`src/sv/dlstq_pkg.sv`:
```
// Shared types and constants for the delta-list sleep timer queue.
// No dependencies; imported by dlstq_ram users and the top level.
package dlstq_pkg;

    localparam int MAX_SLEEPERS = 32;
    localparam int IDX_W        = $clog2(MAX_SLEEPERS);
    localparam int CNT_W        = $clog2(MAX_SLEEPERS + 1);
    localparam int ID_W         = 8;
    localparam int DELTA_W      = 16;
    localparam int SUM_W        = DELTA_W + IDX_W;

    typedef logic [1:0] func_t;
    localparam func_t FUNC_INSERT   = 2'd0;
    localparam func_t FUNC_TICK     = 2'd1;
    localparam func_t FUNC_CANCEL   = 2'd2;
    localparam func_t FUNC_RESERVED = 2'd3;

    typedef logic [1:0] kind_t;
    localparam kind_t KIND_INSERT  = 2'd0;
    localparam kind_t KIND_CANCEL  = 2'd1;
    localparam kind_t KIND_EXPIRED = 2'd2;

    typedef struct packed {
        func_t              func;
        logic [ID_W-1:0]    thread_id;
        logic [DELTA_W-1:0] sleep_ticks;
        logic               defer_expiry;
    } req_t;

    typedef struct packed {
        kind_t           kind;
        logic [ID_W-1:0] thread_id_res;
        logic            ok;
        logic            last;
    } rsp_t;

endpackage

```
`src/sv/dlstq_ram.sv`:
```
// Generic single-write, single-read RAM with a registered read port.
// No dependencies.
module dlstq_ram #(
    parameter int WIDTH = 8,
    parameter int DEPTH = 32
) (
    input  logic                     clk,
    input  logic                     we,
    input  logic [$clog2(DEPTH)-1:0] waddr,
    input  logic [WIDTH-1:0]         wdata,
    input  logic [$clog2(DEPTH)-1:0] raddr,
    output logic [WIDTH-1:0]         rdata
);

    logic [WIDTH-1:0] mem [DEPTH];

    always_ff @(posedge clk)
    begin
        if (we)
        begin
            mem[waddr] <= wdata;
        end
        rdata <= mem[raddr];
    end

endmodule

```
`src/sv/delta_list_sleep_timer_queue.sv`:
```
// Top level of the delta-list sleep timer queue.
// Depends on dlstq_pkg and three dlstq_ram instances (id, delta, next link).
//
// Usage:
//   req channel (req_valid/req_ready/req) carries one command beat: insert a
//   sleeper, timer tick, or cancel a sleeper by id. rsp channel
//   (rsp_valid/rsp_ready/rsp) returns result beats; every beat caused by one
//   command has last set on its final beat.
//   Insert and cancel always answer with one beat. A tick answers with one
//   beat per expired sleeper, or with nothing when none expired or when
//   defer_expiry is set. Command value 3 is dropped without an answer.
// Throughput:
//   One command is worked at a time. The list walk reads one linked entry per
//   cycle from the registered-read memories, but a tick walk holds while an
//   expired sleeper waits for the full output register. The walk goes over
//   the linked list through the single read port.
// Reset:
//   rst_n clears the list (count, head, tail, tail total, slot usage map).
//   The entry memories need no clearing pass; the block is ready for a
//   command as soon as reset is released.
// Stalls:
//   A finished beat waits in the output register while the block goes on;
//   a tick that has more expired sleepers to report holds until rsp_ready.
module delta_list_sleep_timer_queue (
    input  logic            clk,
    input  logic            rst_n,
    input  logic            req_valid,
    output logic            req_ready,
    input  dlstq_pkg::req_t req,
    output logic            rsp_valid,
    input  logic            rsp_ready,
    output dlstq_pkg::rsp_t rsp
);
    import dlstq_pkg::*;

    typedef enum logic [2:0] {
        IDLE,
        INS_WALK,
        INS_FIN,
        CAN_WALK,
        CAN_FOLD,
        TICK_CHK,
        RESP
    } state_t;

    state_t                  state_reg, state_next;
    logic [IDX_W-1:0]        head_reg, head_next;
    logic [IDX_W-1:0]        tail_reg, tail_next;
    logic [CNT_W-1:0]        cnt_reg, cnt_next;
    logic [DELTA_W-1:0]      total_reg, total_next;
    logic [MAX_SLEEPERS-1:0] used_reg, used_next;
    logic [IDX_W-1:0]        cur_reg, cur_next;
    logic [IDX_W-1:0]        prev_reg, prev_next;
    logic [SUM_W-1:0]        sum_reg, sum_next;
    logic [CNT_W-1:0]        steps_reg, steps_next;
    logic [DELTA_W-1:0]      fold_reg, fold_next;
    logic                    head_case_reg, head_case_next;
    logic                    first_reg, first_next;
    logic                    pend_reg, pend_next;
    logic [ID_W-1:0]         pend_id_reg, pend_id_next;
    logic [ID_W-1:0]         tid_reg, tid_next;
    logic [DELTA_W-1:0]      tts_reg, tts_next;
    logic                    defer_reg, defer_next;
    kind_t                   kind_reg, kind_next;
    logic                    ok_reg, ok_next;
    logic                    rsp_valid_reg, rsp_valid_next;
    rsp_t                    rsp_reg, rsp_next;

    // memory ports
    logic [IDX_W-1:0]   rd_addr;
    logic [ID_W-1:0]    rd_id;
    logic [DELTA_W-1:0] rd_delta;
    logic [IDX_W-1:0]   rd_link;
    logic               id_we, delta_we, link_we;
    logic [IDX_W-1:0]   id_waddr, delta_waddr, link_waddr;
    logic [ID_W-1:0]    id_wdata;
    logic [DELTA_W-1:0] delta_wdata;
    logic [IDX_W-1:0]   link_wdata;

    logic               can_load;
    logic [IDX_W-1:0]   free_slot;
    logic [SUM_W-1:0]   full_sum;
    logic [SUM_W-1:0]   tts_ext;
    logic [DELTA_W-1:0] d_eff;
    logic [DELTA_W:0]   fold_sum;

    dlstq_ram #(.WIDTH(ID_W), .DEPTH(MAX_SLEEPERS)) u_id_ram (
        .clk   (clk),
        .we    (id_we),
        .waddr (id_waddr),
        .wdata (id_wdata),
        .raddr (rd_addr),
        .rdata (rd_id)
    );

    dlstq_ram #(.WIDTH(DELTA_W), .DEPTH(MAX_SLEEPERS)) u_delta_ram (
        .clk   (clk),
        .we    (delta_we),
        .waddr (delta_waddr),
        .wdata (delta_wdata),
        .raddr (rd_addr),
        .rdata (rd_delta)
    );

    dlstq_ram #(.WIDTH(IDX_W), .DEPTH(MAX_SLEEPERS)) u_link_ram (
        .clk   (clk),
        .we    (link_we),
        .waddr (link_waddr),
        .wdata (link_wdata),
        .raddr (rd_addr),
        .rdata (rd_link)
    );

    // lowest slot not on the list
    always_comb
    begin
        free_slot = '0;
        for (int i = MAX_SLEEPERS - 1; i >= 0; i--)
        begin
            if (!used_reg[i])
            begin
                free_slot = IDX_W'(i);
            end
        end
    end

    assign can_load  = !rsp_valid_reg || rsp_ready;
    assign req_ready = (state_reg == IDLE);
    assign rsp_valid = rsp_valid_reg;
    assign rsp       = rsp_reg;
    assign tts_ext   = SUM_W'(tts_reg);
    assign full_sum  = sum_reg + SUM_W'(rd_delta);
    assign fold_sum  = {1'b0, rd_delta} + {1'b0, fold_reg};
    assign d_eff     = (first_reg && rd_delta != '0) ? rd_delta - DELTA_W'(1) :
                       (first_reg ? '0 : rd_delta);

    always_comb
    begin
        state_next     = state_reg;
        head_next      = head_reg;
        tail_next      = tail_reg;
        cnt_next       = cnt_reg;
        total_next     = total_reg;
        used_next      = used_reg;
        cur_next       = cur_reg;
        prev_next      = prev_reg;
        sum_next       = sum_reg;
        steps_next     = steps_reg;
        fold_next      = fold_reg;
        head_case_next = head_case_reg;
        first_next     = first_reg;
        pend_next      = pend_reg;
        pend_id_next   = pend_id_reg;
        tid_next       = tid_reg;
        tts_next       = tts_reg;
        defer_next     = defer_reg;
        kind_next      = kind_reg;
        ok_next        = ok_reg;
        rsp_valid_next = rsp_valid_reg && !rsp_ready;
        rsp_next       = rsp_reg;

        rd_addr     = cur_reg;
        id_we       = 1'b0;
        id_waddr    = free_slot;
        id_wdata    = tid_reg;
        delta_we    = 1'b0;
        delta_waddr = free_slot;
        delta_wdata = '0;
        link_we     = 1'b0;
        link_waddr  = free_slot;
        link_wdata  = cur_reg;

        case (state_reg)
            IDLE:
            begin
                if (req_valid)
                begin
                    tid_next   = req.thread_id;
                    tts_next   = req.sleep_ticks;
                    defer_next = req.defer_expiry;
                    case (req.func)
                        FUNC_INSERT:
                        begin
                            kind_next = KIND_INSERT;
                            ok_next   = 1'b1;
                            id_wdata  = req.thread_id;
                            if (cnt_reg >= CNT_W'(MAX_SLEEPERS))
                            begin
                                ok_next    = 1'b0;
                                state_next = RESP;
                            end
                            else if (cnt_reg == '0)
                            begin
                                id_we       = 1'b1;
                                delta_we    = 1'b1;
                                delta_wdata = req.sleep_ticks;
                                head_next   = free_slot;
                                tail_next   = free_slot;
                                total_next  = req.sleep_ticks;
                                cnt_next    = cnt_reg + CNT_W'(1);
                                used_next[free_slot] = 1'b1;
                                state_next  = RESP;
                            end
                            else if (req.sleep_ticks >= total_reg)
                            begin
                                // append behind the tail
                                id_we       = 1'b1;
                                delta_we    = 1'b1;
                                delta_wdata = req.sleep_ticks - total_reg;
                                link_we     = 1'b1;
                                link_waddr  = tail_reg;
                                link_wdata  = free_slot;
                                tail_next   = free_slot;
                                total_next  = req.sleep_ticks;
                                cnt_next    = cnt_reg + CNT_W'(1);
                                used_next[free_slot] = 1'b1;
                                state_next  = RESP;
                            end
                            else
                            begin
                                rd_addr    = head_reg;
                                cur_next   = head_reg;
                                prev_next  = head_reg;
                                sum_next   = '0;
                                steps_next = '0;
                                state_next = INS_WALK;
                            end
                        end
                        FUNC_TICK:
                        begin
                            if (total_reg != '0)
                            begin
                                total_next = total_reg - DELTA_W'(1);
                            end
                            if (cnt_reg != '0)
                            begin
                                rd_addr    = head_reg;
                                cur_next   = head_reg;
                                first_next = 1'b1;
                                pend_next  = 1'b0;
                                state_next = TICK_CHK;
                            end
                        end
                        FUNC_CANCEL:
                        begin
                            kind_next = KIND_CANCEL;
                            ok_next   = 1'b0;
                            if (cnt_reg == '0)
                            begin
                                state_next = RESP;
                            end
                            else
                            begin
                                rd_addr    = head_reg;
                                cur_next   = head_reg;
                                prev_next  = head_reg;
                                steps_next = '0;
                                state_next = CAN_WALK;
                            end
                        end
                        default:
                        begin
                            state_next = IDLE;
                        end
                    endcase
                end
            end

            INS_WALK:
            begin
                if (tts_ext >= full_sum &&
                    ({1'b0, steps_reg} + (CNT_W+1)'(1)) < {1'b0, cnt_reg})
                begin
                    // advance to the next entry
                    prev_next  = cur_reg;
                    cur_next   = rd_link;
                    rd_addr    = rd_link;
                    sum_next   = full_sum;
                    steps_next = steps_reg + CNT_W'(1);
                end
                else if (tts_ext >= full_sum)
                begin
                    id_we       = 1'b1;
                    delta_we    = 1'b1;
                    delta_wdata = DELTA_W'(tts_ext - full_sum);
                    link_we     = 1'b1;
                    link_waddr  = tail_reg;
                    link_wdata  = free_slot;
                    tail_next   = free_slot;
                    cnt_next    = cnt_reg + CNT_W'(1);
                    used_next[free_slot] = 1'b1;
                    ok_next     = 1'b1;
                    state_next  = RESP;
                end
                else
                begin
                    // split the delta of the current entry
                    id_we          = 1'b1;
                    delta_we       = 1'b1;
                    delta_wdata    = DELTA_W'(tts_ext - sum_reg);
                    link_we        = 1'b1;
                    link_wdata     = cur_reg;
                    fold_next      = DELTA_W'(full_sum - tts_ext);
                    head_case_next = (steps_reg == '0);
                    state_next     = INS_FIN;
                end
            end

            INS_FIN:
            begin
                delta_we    = 1'b1;
                delta_waddr = cur_reg;
                delta_wdata = fold_reg;
                if (head_case_reg)
                begin
                    head_next = free_slot;
                end
                else
                begin
                    link_we    = 1'b1;
                    link_waddr = prev_reg;
                    link_wdata = free_slot;
                end
                cnt_next   = cnt_reg + CNT_W'(1);
                used_next[free_slot] = 1'b1;
                ok_next    = 1'b1;
                state_next = RESP;
            end

            CAN_WALK:
            begin
                if (rd_id == tid_reg)
                begin
                    ok_next = 1'b1;
                    if (steps_reg == '0)
                    begin
                        head_next = rd_link;
                    end
                    else
                    begin
                        link_we    = 1'b1;
                        link_waddr = prev_reg;
                        link_wdata = rd_link;
                    end
                    cnt_next = cnt_reg - CNT_W'(1);
                    used_next[cur_reg] = 1'b0;
                    if (cur_reg == tail_reg)
                    begin
                        tail_next  = (steps_reg == '0) ? '0 : prev_reg;
                        total_next = (total_reg > rd_delta) ? total_reg - rd_delta : '0;
                        if (cnt_reg == CNT_W'(1))
                        begin
                            head_next  = '0;
                            tail_next  = '0;
                            total_next = '0;
                        end
                        state_next = RESP;
                    end
                    else
                    begin
                        // fold the removed delta into the successor
                        fold_next  = rd_delta;
                        cur_next   = rd_link;
                        rd_addr    = rd_link;
                        state_next = CAN_FOLD;
                    end
                end
                else if (({1'b0, steps_reg} + (CNT_W+1)'(1)) < {1'b0, cnt_reg})
                begin
                    prev_next  = cur_reg;
                    cur_next   = rd_link;
                    rd_addr    = rd_link;
                    steps_next = steps_reg + CNT_W'(1);
                end
                else
                begin
                    state_next = RESP;
                end
            end

            CAN_FOLD:
            begin
                delta_we    = 1'b1;
                delta_waddr = cur_reg;
                delta_wdata = fold_sum[DELTA_W] ? '1 : fold_sum[DELTA_W-1:0];
                state_next  = RESP;
            end

            TICK_CHK:
            begin
                if (first_reg)
                begin
                    first_next = 1'b0;
                    if (rd_delta != '0)
                    begin
                        delta_we    = 1'b1;
                        delta_waddr = cur_reg;
                        delta_wdata = rd_delta - DELTA_W'(1);
                    end
                end
                if (first_reg && defer_reg)
                begin
                    state_next = IDLE;
                end
                else if (cnt_reg != '0 && d_eff == '0)
                begin
                    if (!(pend_reg && !can_load))
                    begin
                        if (pend_reg)
                        begin
                            rsp_valid_next = 1'b1;
                            rsp_next       = '{KIND_EXPIRED, pend_id_reg, 1'b1, 1'b0};
                        end
                        // pop the head and look at its successor
                        pend_next    = 1'b1;
                        pend_id_next = rd_id;
                        head_next    = rd_link;
                        cur_next     = rd_link;
                        rd_addr      = rd_link;
                        cnt_next     = cnt_reg - CNT_W'(1);
                        used_next[cur_reg] = 1'b0;
                    end
                end
                else if (!(pend_reg && !can_load))
                begin
                    if (pend_reg)
                    begin
                        rsp_valid_next = 1'b1;
                        rsp_next       = '{KIND_EXPIRED, pend_id_reg, 1'b1, 1'b1};
                    end
                    pend_next = 1'b0;
                    if (cnt_reg == '0)
                    begin
                        head_next  = '0;
                        tail_next  = '0;
                        total_next = '0;
                    end
                    state_next = IDLE;
                end
            end

            RESP:
            begin
                if (can_load)
                begin
                    rsp_valid_next = 1'b1;
                    rsp_next       = '{kind_reg, tid_reg, ok_reg, 1'b1};
                    state_next     = IDLE;
                end
            end

            default:
            begin
                state_next = IDLE;
            end
        endcase
    end

    always_ff @(posedge clk or negedge rst_n)
    begin
        if (!rst_n)
        begin
            state_reg     <= IDLE;
            head_reg      <= '0;
            tail_reg      <= '0;
            cnt_reg       <= '0;
            total_reg     <= '0;
            used_reg      <= '0;
            first_reg     <= 1'b0;
            pend_reg      <= 1'b0;
            rsp_valid_reg <= 1'b0;
        end
        else
        begin
            state_reg     <= state_next;
            head_reg      <= head_next;
            tail_reg      <= tail_next;
            cnt_reg       <= cnt_next;
            total_reg     <= total_next;
            used_reg      <= used_next;
            first_reg     <= first_next;
            pend_reg      <= pend_next;
            rsp_valid_reg <= rsp_valid_next;
        end
    end

    always_ff @(posedge clk)
    begin
        cur_reg       <= cur_next;
        prev_reg      <= prev_next;
        sum_reg       <= sum_next;
        steps_reg     <= steps_next;
        fold_reg      <= fold_next;
        head_case_reg <= head_case_next;
        pend_id_reg   <= pend_id_next;
        tid_reg       <= tid_next;
        tts_reg       <= tts_next;
        defer_reg     <= defer_next;
        kind_reg      <= kind_next;
        ok_reg        <= ok_next;
        rsp_reg       <= rsp_next;
    end

    // the slot usage map and the entry count track the same list
    a_used_matches_count: assert property (@(posedge clk) disable iff (!rst_n)
        $countones(used_reg) == int'(cnt_reg))
        else $error("slot usage map disagrees with entry count");

    a_count_bound: assert property (@(posedge clk) disable iff (!rst_n)
        cnt_reg <= CNT_W'(MAX_SLEEPERS))
        else $error("entry count beyond capacity");

    a_empty_is_clean: assert property (@(posedge clk) disable iff (!rst_n)
        (state_reg == IDLE && cnt_reg == '0) |->
        (head_reg == '0 && tail_reg == '0 && total_reg == '0))
        else $error("empty list left stale head, tail or total");

    a_pend_only_in_tick: assert property (@(posedge clk) disable iff (!rst_n)
        pend_reg |-> state_reg == TICK_CHK)
        else $error("expired sleeper held outside the tick walk");

    a_idle_no_pending: assert property (@(posedge clk) disable iff (!rst_n)
        (state_reg == TICK_CHK && state_next == IDLE) |=> !pend_reg)
        else $error("tick finished with an unreported sleeper");

endmodule
```
`config.mk`:
```
export PLATFORM = sky130hd
export DESIGN_NAME = delta_list_sleep_timer_queue
export DESIGN_NICKNAME = d
export VERILOG_FILES = /design/src/sv/dlstq_pkg.sv /design/src/sv/dlstq_ram.sv /design/src/sv/delta_list_sleep_timer_queue.sv
export SDC_FILE = /design/constraint.sdc
export NUM_CORES = 2
export LEC_CHECK = 0
export BUFFER_PORTS_ARGS = -buffer_cell sky130_fd_sc_hd__buf_2
export CORE_MARGIN = 3
export CORE_UTILIZATION = 45
export CTS_BUF_LIST = sky130_fd_sc_hd__clkbuf_8
export DETAILED_ROUTE_END_ITERATION = 10
export HOLD_SLACK_MARGIN = 0.05
export PLACE_DENSITY_LB_ADDON = 0.3
export SLEW_MARGIN = 20
export SYNTH_ARGS = -nofsm -noshare
export SYNTH_HDL_FRONTEND = slang
export SYNTH_SLANG_ARGS = --single-unit
export TNS_END_PERCENT = 5
```
`constraint.sdc`:
```
create_clock -name clk -period 8.1 [get_ports clk]
set_input_delay 0.405 -clock clk [delete_from_list [all_inputs] [get_ports clk]]
set_output_delay 0.405 -clock clk [all_outputs]
set_load 0.005 [all_outputs]
```
Word-level counts from Yosys, hierarchy flattened
Memories as Yosys holds them, arrays and structs flattened. A register that Yosys moved wholly into a read port is not among the register bits.
Index checks and enable logic that the tools add are counted.
{"block": "totals", "latch_bits": 0, "register_bits": 172, "mem_bits_ro": 0, "elab_cells": 421, "memories": 3, "mem_bits_rw": 928, "inputBits": 31}
{"memory": "u_delta_ram.mem", "words": 32, "word_bits": 16, "read_ports": 1, "rd_clocked_by_memory_dff": 1, "write_ports": 1, "line_no": "dlstq_ram.sv:15", "text": "logic [WIDTH-1:0] mem [DEPTH];"}
{"memory": "u_id_ram.mem", "words": 32, "word_bits": 8, "read_ports": 1, "rd_clocked_by_memory_dff": 1, "write_ports": 1, "line_no": "dlstq_ram.sv:15"}
{"memory": "u_link_ram.mem", "words": 32, "word_bits": 5, "read_ports": 1, "rd_clocked_by_memory_dff": 1, "write_ports": 1, "line_no": "dlstq_ram.sv:15"}
{"block": "op_classes", "eq_ne": 50, "magnitude_cmp": 9, "reduce_logical": 48, "div": 0, "mux": 266, "add_sub_neg": 13, "mul": 0, "bitwise_logic": 7, "shift": 0}
{"op": "$mux 5", "n": 102}
{"op": "$mux 16", "n": 29}
{"op": "$mux 32", "n": 11}
{"op": "$pmux 32 s5", "n": 1}
{"op": "$mux 21", "n": 6}
{"op": "$mux 6", "n": 19}
{"op": "$pmux 5 s4", "n": 5}
{"op": "$mux 12", "n": 7}
{"op": "$pmux 16 s5", "n": 1}
{"op": "$sub 16x16->16", "n": 5}
{"op": "$pmux 16 s2", "n": 2}
{"op": "$pmux 16 s3", "n": 1}
{"op": "$mux 1", "n": 42}
{"op": "$mux 3", "n": 14}
{"op": "$ne 2x2->1 const B", "n": 21}
{"op": "$pmux 21 s2", "n": 1}
{"op": "$and 32x32->32", "n": 1}
{"op": "$not 32->32", "n": 1}
{"op": "$or 32x32->32", "n": 1}
{"op": "$reduce_bool 16->1", "n": 2}
{"op": "$sub 16x1->16 const B", "n": 2}
{"op": "$ne 3x3->1 const B", "n": 10}
{"op": "$pmux 5 s3", "n": 2}
{"op": "$pmux 6 s5", "n": 1}
{"op": "other kinds (59)", "n": 106}

Logic depth before layout (Yosys ltp)
{"block": "depth", "ltp_word": 43, "mapped_depth": 38, "mapped_depth_nobuf": 37}

Hierarchy
From an unflattened synthesis, not the netlist that was laid out.
{"block": "unflattened", "cells_unflattened": 3674, "area_unflattened_um2": 52300.2}
{"module": "dlstq_ram at u_delta_ram", "area_per_inst_um2": 20535.9, "cells_each": 1143, "instances": 1}
{"module": "delta_list_sleep_timer_queue", "area_per_inst_um2": 15366.0, "cells_each": 1837, "instances": 1}
{"module": "dlstq_ram at u_id_ram", "area_per_inst_um2": 10053.4, "cells_each": 417, "instances": 1}
{"module": "dlstq_ram at u_link_ram", "area_per_inst_um2": 6344.8, "cells_each": 277, "instances": 1}

Least setup slack after synthesis
Ideal clock, no wire load.
{"block": "synth_path", "path_type": "register -> register", "start": "reg sum_reg[0]", "end": "mem u_delta_ram.mem[0][14] (netlist bit) (data pin)", "setup_slack_ns": -0.189, "n_path_buf": 1, "path_stages_with_launch": 37, "setup_ns": 0.377, "arrival_ns": 7.912, "period_less_slack_ns": 8.289, "cell_sequence": "edfxtp_1 > ha_1 > fa_1 > a21o_1 > a221oi_1 > or2_2 > a21oi_1 > nor2_1 > nor2b_1 > o21ai_0 > nand2b_1 > a21o_1 > a21o_1 > xor2_1 > ha_1 > o21a_1 > o21ai_0 > o31ai_1 > o32a_1 > nand4_1 > clkbuf_1 > o21ai_0 > ha_1 > inv_1 > fa_1 > a21o_1 > a21oi_1 > o21bai_1 > a21oi_1 > o21bai_1 > a21oi_1 > o21bai_1 > a2111o_1 > a31o_2 > a21oi_1 > xor2_1 > o211ai_1"}
{"block": "synth_between", "elab_chain_cells": 5}
{"item": "start, declared", "line_no": "delta_list_sleep_timer_queue.sv:54", "text": "logic [SUM_W-1:0] sum_reg, sum_next;"}
{"item": "start signal, assigned", "line_no": "delta_list_sleep_timer_queue.sv:491", "text": "sum_reg <= sum_next;"}
{"item": "$add 21x16->21 (*)", "line_no": "delta_list_sleep_timer_queue.sv:132", "text": "assign full_sum = sum_reg + SUM_W'(rd_delta);"}
{"item": "named net full_sum[14]", "line_no": "delta_list_sleep_timer_queue.sv:82", "text": "logic [SUM_W-1:0] full_sum;"}
{"item": "$ge 16x21->1 or $sub 16x16->16 (tied branches)", "line_no": "delta_list_sleep_timer_queue.sv:271, delta_list_sleep_timer_queue.sv:281, delta_list_sleep_timer_queue.sv:285"}
{"item": "$mux 16 or $logic_and 1x1->1 (tied branches)", "line_no": "delta_list_sleep_timer_queue.sv:281, delta_list_sleep_timer_queue.sv:271"}
{"item": "$mux 16 (*)", "line_no": "delta_list_sleep_timer_queue.sv:271", "text": "if (tts_ext >= full_sum &&"}
{"item": "$pmux 16 s5 (*)", "line_no": "delta_list_sleep_timer_queue.sv:173", "text": "case (state_reg)"}
{"item": "named net delta_wdata[14]", "line_no": "delta_list_sleep_timer_queue.sv:77", "text": "logic [DELTA_W-1:0] delta_wdata;"}
{"item": "end, declared", "line_no": "dlstq_ram.sv:15"}
Mark *: on every way through the listed nets, which the timed path passes. The rest lies on a longest branch.

Final worst setup path
{"block": "layout_path", "start": "reg sum_reg[0]", "end": "mem u_delta_ram.mem[11][14] (netlist bit) (data pin)"}
Same word-level chain as after synthesis.

==> run_results.csv <==
group,metric,value,unit
cts,cts_buffer_depth,3,
logic_synthesis,synth_cells,4435,
pwr,pwr-share-seq,32.0,%
cts,clock_latency,870,ps
placed_design,place_ws,240,ps
drt,drt-vias-per-instance,6.00,
critical_path,cpLargestDelayFamily,"compound AO/OA/AOI/OAI gates",
critical_path,path_common_cell,"a21o_1",
critical_path,crit_required,8680,ps
finish,drive_gt1_share,12.0,%
pwr,peakVddDrop,0.000469,V
timing,tightest_slew,1120,ps
logic_synthesis,synth_top_area_share,59.0,%
finish,largest_reg_flops,512,
finish,final_util,50.8,%
timing,fmax,0.130,GHz
floorplanning,dieArea,120000,sq um
logic_synthesis,synth_top_cells_by_area,"edfxtp_1 (59%), nand2_1 (6.4%), a32oi_1 (3.9%)",
drt,wl_per_cell,23.7,um
cts,clockRootBuffer,"clkbuf_8",
critical_path,crit_arrival,8280,ps
critical_path,cpPeakStageDelay,390,ps
placed_design,io_buffers,44,
timing,clock_skew,49.2,ps
drt,first_pass_iters,6,
logic_synthesis,syn_nets,4596,
grt,track_usage,24.0,%
timing,slew_violations,0,
floorplanning,rows,124,
critical_path,endpoint_kind,"flop",
finish,largest_register,"u_delta_ram.mem",
timing,setup_ws,402,ps
cts,ctsHtreeMaxLevel,4,
logic_synthesis,synth.cell_area,52200,sq um
cts,cts.clk_slew.worst_paths,60,ps
pwr,comb_power_share,50.9,%
pwr,intPower,14.5,mW
grt,grt_max_degree,197,
finish,reg_top3,"u_delta_ram.mem: 512 flops, u_id_ram.mem: 256 flops, u_link_ram.mem: 160 flops",
floorplanning,core,115000,sq um
critical_path,critPathSlowestCell,"edfxtp_1",
critical_path,worst-path-max-fanout,16,
floorplanning,fp.dieH,346,um
floorplanning,pin_count,45,
timing,timing.final.crit_share,95.0,%
drt,drt-initial-drc-count,4204,
logic_synthesis,synth.largest_area_cell,"edfxtp_1",
timing,finalHoldViolations,0,
pwr,p_switching,11.9,mW
pwr,power.total,26.4,mW
status,outcome,"complete, no violations",
logic_synthesis,syn_avg_cell_area,11.8,sq um
pwr,switching_share,45.0,%
timing,grt_setup_unrepaired,"false",
pwr,p_leak,20.6,nW
logic_synthesis,ys_warn_count,0,
finish,area_growth,11.7,%
timing,slew_headroom,24.6,%
logic_synthesis,ys.flop_type,"edfxtp_1",
floorplanning,die_x,346,um
logic_synthesis,ys_seq_elements,1128,
critical_path,startpoint_type,"flop",
cts,cts_tree,"built",
drt,vias,37455,
hold_path,hold_path_class,"input pin to async pin",
placed_design,hpwl,95.1,mm
grt,overflow,0,
grt,grt_first_pass_wirelength,221,mm
timing,min_period,7700,ps
placed_design,place_congestion,0.952,
finish,fin_nets,4747,
logic_synthesis,yosys.cell_types.count,90,
logic_synthesis,synth_sequential_area_ratio,63.6,%
drt,drtAntennaViolNets,0,
drt,drcViolationCount,0,
critical_path,criticalPathCategory,"flop to flop",
pwr,p_per_area,453,nW/um^2
job,max_cap_viol_count,0,
logic_synthesis,synth_edf_count,1024,
logic_synthesis,ys_async_sr_fraction,6.21,%
timing,setup_viol,0,
cts,cts_sinks,1128,
critical_path,critPathBufInv,3,
cts,cts_inserted_buffers,176,
pwr,clkPwrFrac,17.1,%
drt,wirelength,148,mm
grt,antenna_found_initial,2,
grt,grt_pass1_vias,35485,
timing,tns,0,ps
floorplanning,start_util,45.5,%
cells in the final DEF (no fill, tap or decap), types with 32 or more instances in the layout:
| cell type | count |
|---|---|
| a21oi_1 | 391 |
| xnor2_1 | 84 |
| nand2_1 | 893 |
| edfxtp_1 | 1024 |
| a32oi_1 | 232 |
| dfxtp_1 | 33 |
| clkinv_1 | 37 |
| dfrtp_1 | 70 |
| o21ai_0 | 168 |
| xor2_1 | 46 |
| nor3_1 | 52 |
| clkbuf_8 | 187 |
| ha_1 | 123 |
| inv_1 | 184 |
| buf_2 | 43 |
| nand4_1 | 32 |
| o22ai_1 | 88 |
| buf_4 | 147 |
| nand3_1 | 41 |
| nor2_1 | 230 |
| a21o_1 | 42 |
per-stage QoR:
step	area, sq um	instances	hold slack [ps]
after global routing	58200	6240	247
after floorplan	52200	4435	109
after detailed placement	54600	5885	497
after global placement	54600	5885	494
final	58200	6241	244
after CTS	58100	6231	201
worst register-to-register path, delay by kind of cell, from the launching register on:
kind,cells,cell delay [ps]
compound gates,22,3940
fa+ha+maj,5,1480
simple gates,5,810
buf+inv,3,470
flops,1,390
xor+xnor,2,340
synthesized netlist by cell type, types with 12 or more instances:
master / count
edfxtp_1: 1024
nand2_1: 894
a21oi_1: 395
nor2_1: 257
a32oi_1: 232
o21ai_0: 172
buf_2: 135
inv_1: 126
ha_1: 124
clkbuf_1: 109
o22ai_1: 88
xnor2_1: 84
dfrtp_1: 70
nor3_1: 52
xor2_1: 46
nand3_1: 43
a21o_1: 42
dfxtp_1: 34
nand4_1: 32
nor4_1: 31
o32ai_1: 29
nand2b_1: 23
a22oi_1: 21
o21bai_1: 19
mux2_2: 17
nor2b_1: 17
or2_2: 17
nor4_2: 16
and2_1: 15
a21boi_0: 14
a222oi_1: 14
a31oi_1: 14
a221oi_1: 13
o211ai_1: 13
o21a_1: 13
mux2i_1: 12
metal layers:
metal / GRT usage [%] / vias up / part of all wire (%)
li1: - / 16978 / -
met1: 33.7 / 18439 / 42
met2: 37.8 / 1756 / 46
met3: 3.91 / 282 / 8.2
met4: 8.55 / 0 / 3.2
met5: 0 / - / 0
worst paths after layout:
kind	from	end	slack, ps	cells after the start
worst max register to register	sum_reg[0]$_SDFFCE_PN0P_	u_delta_ram.mem[11][14]$_DFFE_PP_	400	37
min in group clk	req[22]	tid_reg[5]$_DFFE_PP_	290	2
worst min register to register	u_id_ram.rdata[3]$_DFF_P_	pend_id_reg[3]$_DFFE_PP_	510	0
worst min-delay path	rst_n	cnt_reg[4]$_DFFE_PN0P_	240	2
worst max-delay path	sum_reg[0]$_SDFFCE_PN0P_	u_delta_ram.mem[11][14]$_DFFE_PP_	400	37
max in group asynchronous	rst_n	used_reg[7]$_DFFE_PN0P_	7190	2
logic make-up (layout without fill, tap and decap cells):
family / Yosys count / in the layout / synth area share, %
simple gates: 1442 / 1442 / 11.9
fa+ha+maj: 130 / 130 / 3.21
other cells: 0 / 5 / 0
buf+inv: 389 / 678 / 3.20
xor+xnor: 130 / 130 / 2.18
compound gates: 1187 / 1187 / 15.3
mux: 29 / 29 / 0.597
flops: 1128 / 1128 / 63.6
layout make-up:
cell class	count	area (sq um)
fillers	9853	56400
flip-flops and latches	1128	33200
multi-input cells	2918	17500
clock buffers	186	2560
well taps	1512	1890
repair buffers	234	1880
clock inverters	130	706
inverters	128	488
diodes	5	12.5
timing repair:
item	4_1_cts	5_1_grt
resized for setup	0	13
setup buffers	0	4
endpoints found under the hold margin	107	0
hold buffers	30	0
endpoints found under the setup margin	0	140
power by group through the flow:
stage	clock [mW]	combinational, mW	sequential (mW)
floorplan	0	8.93	8.35
global placement	0	13.0	8.53
detailed placement	0	13.1	8.55
CTS	4.59	13.2	8.43
global route	4.85	14.6	8.49
finish	4.51	13.4	8.45
No activity file was read; power rests on OpenSTA's default activity.
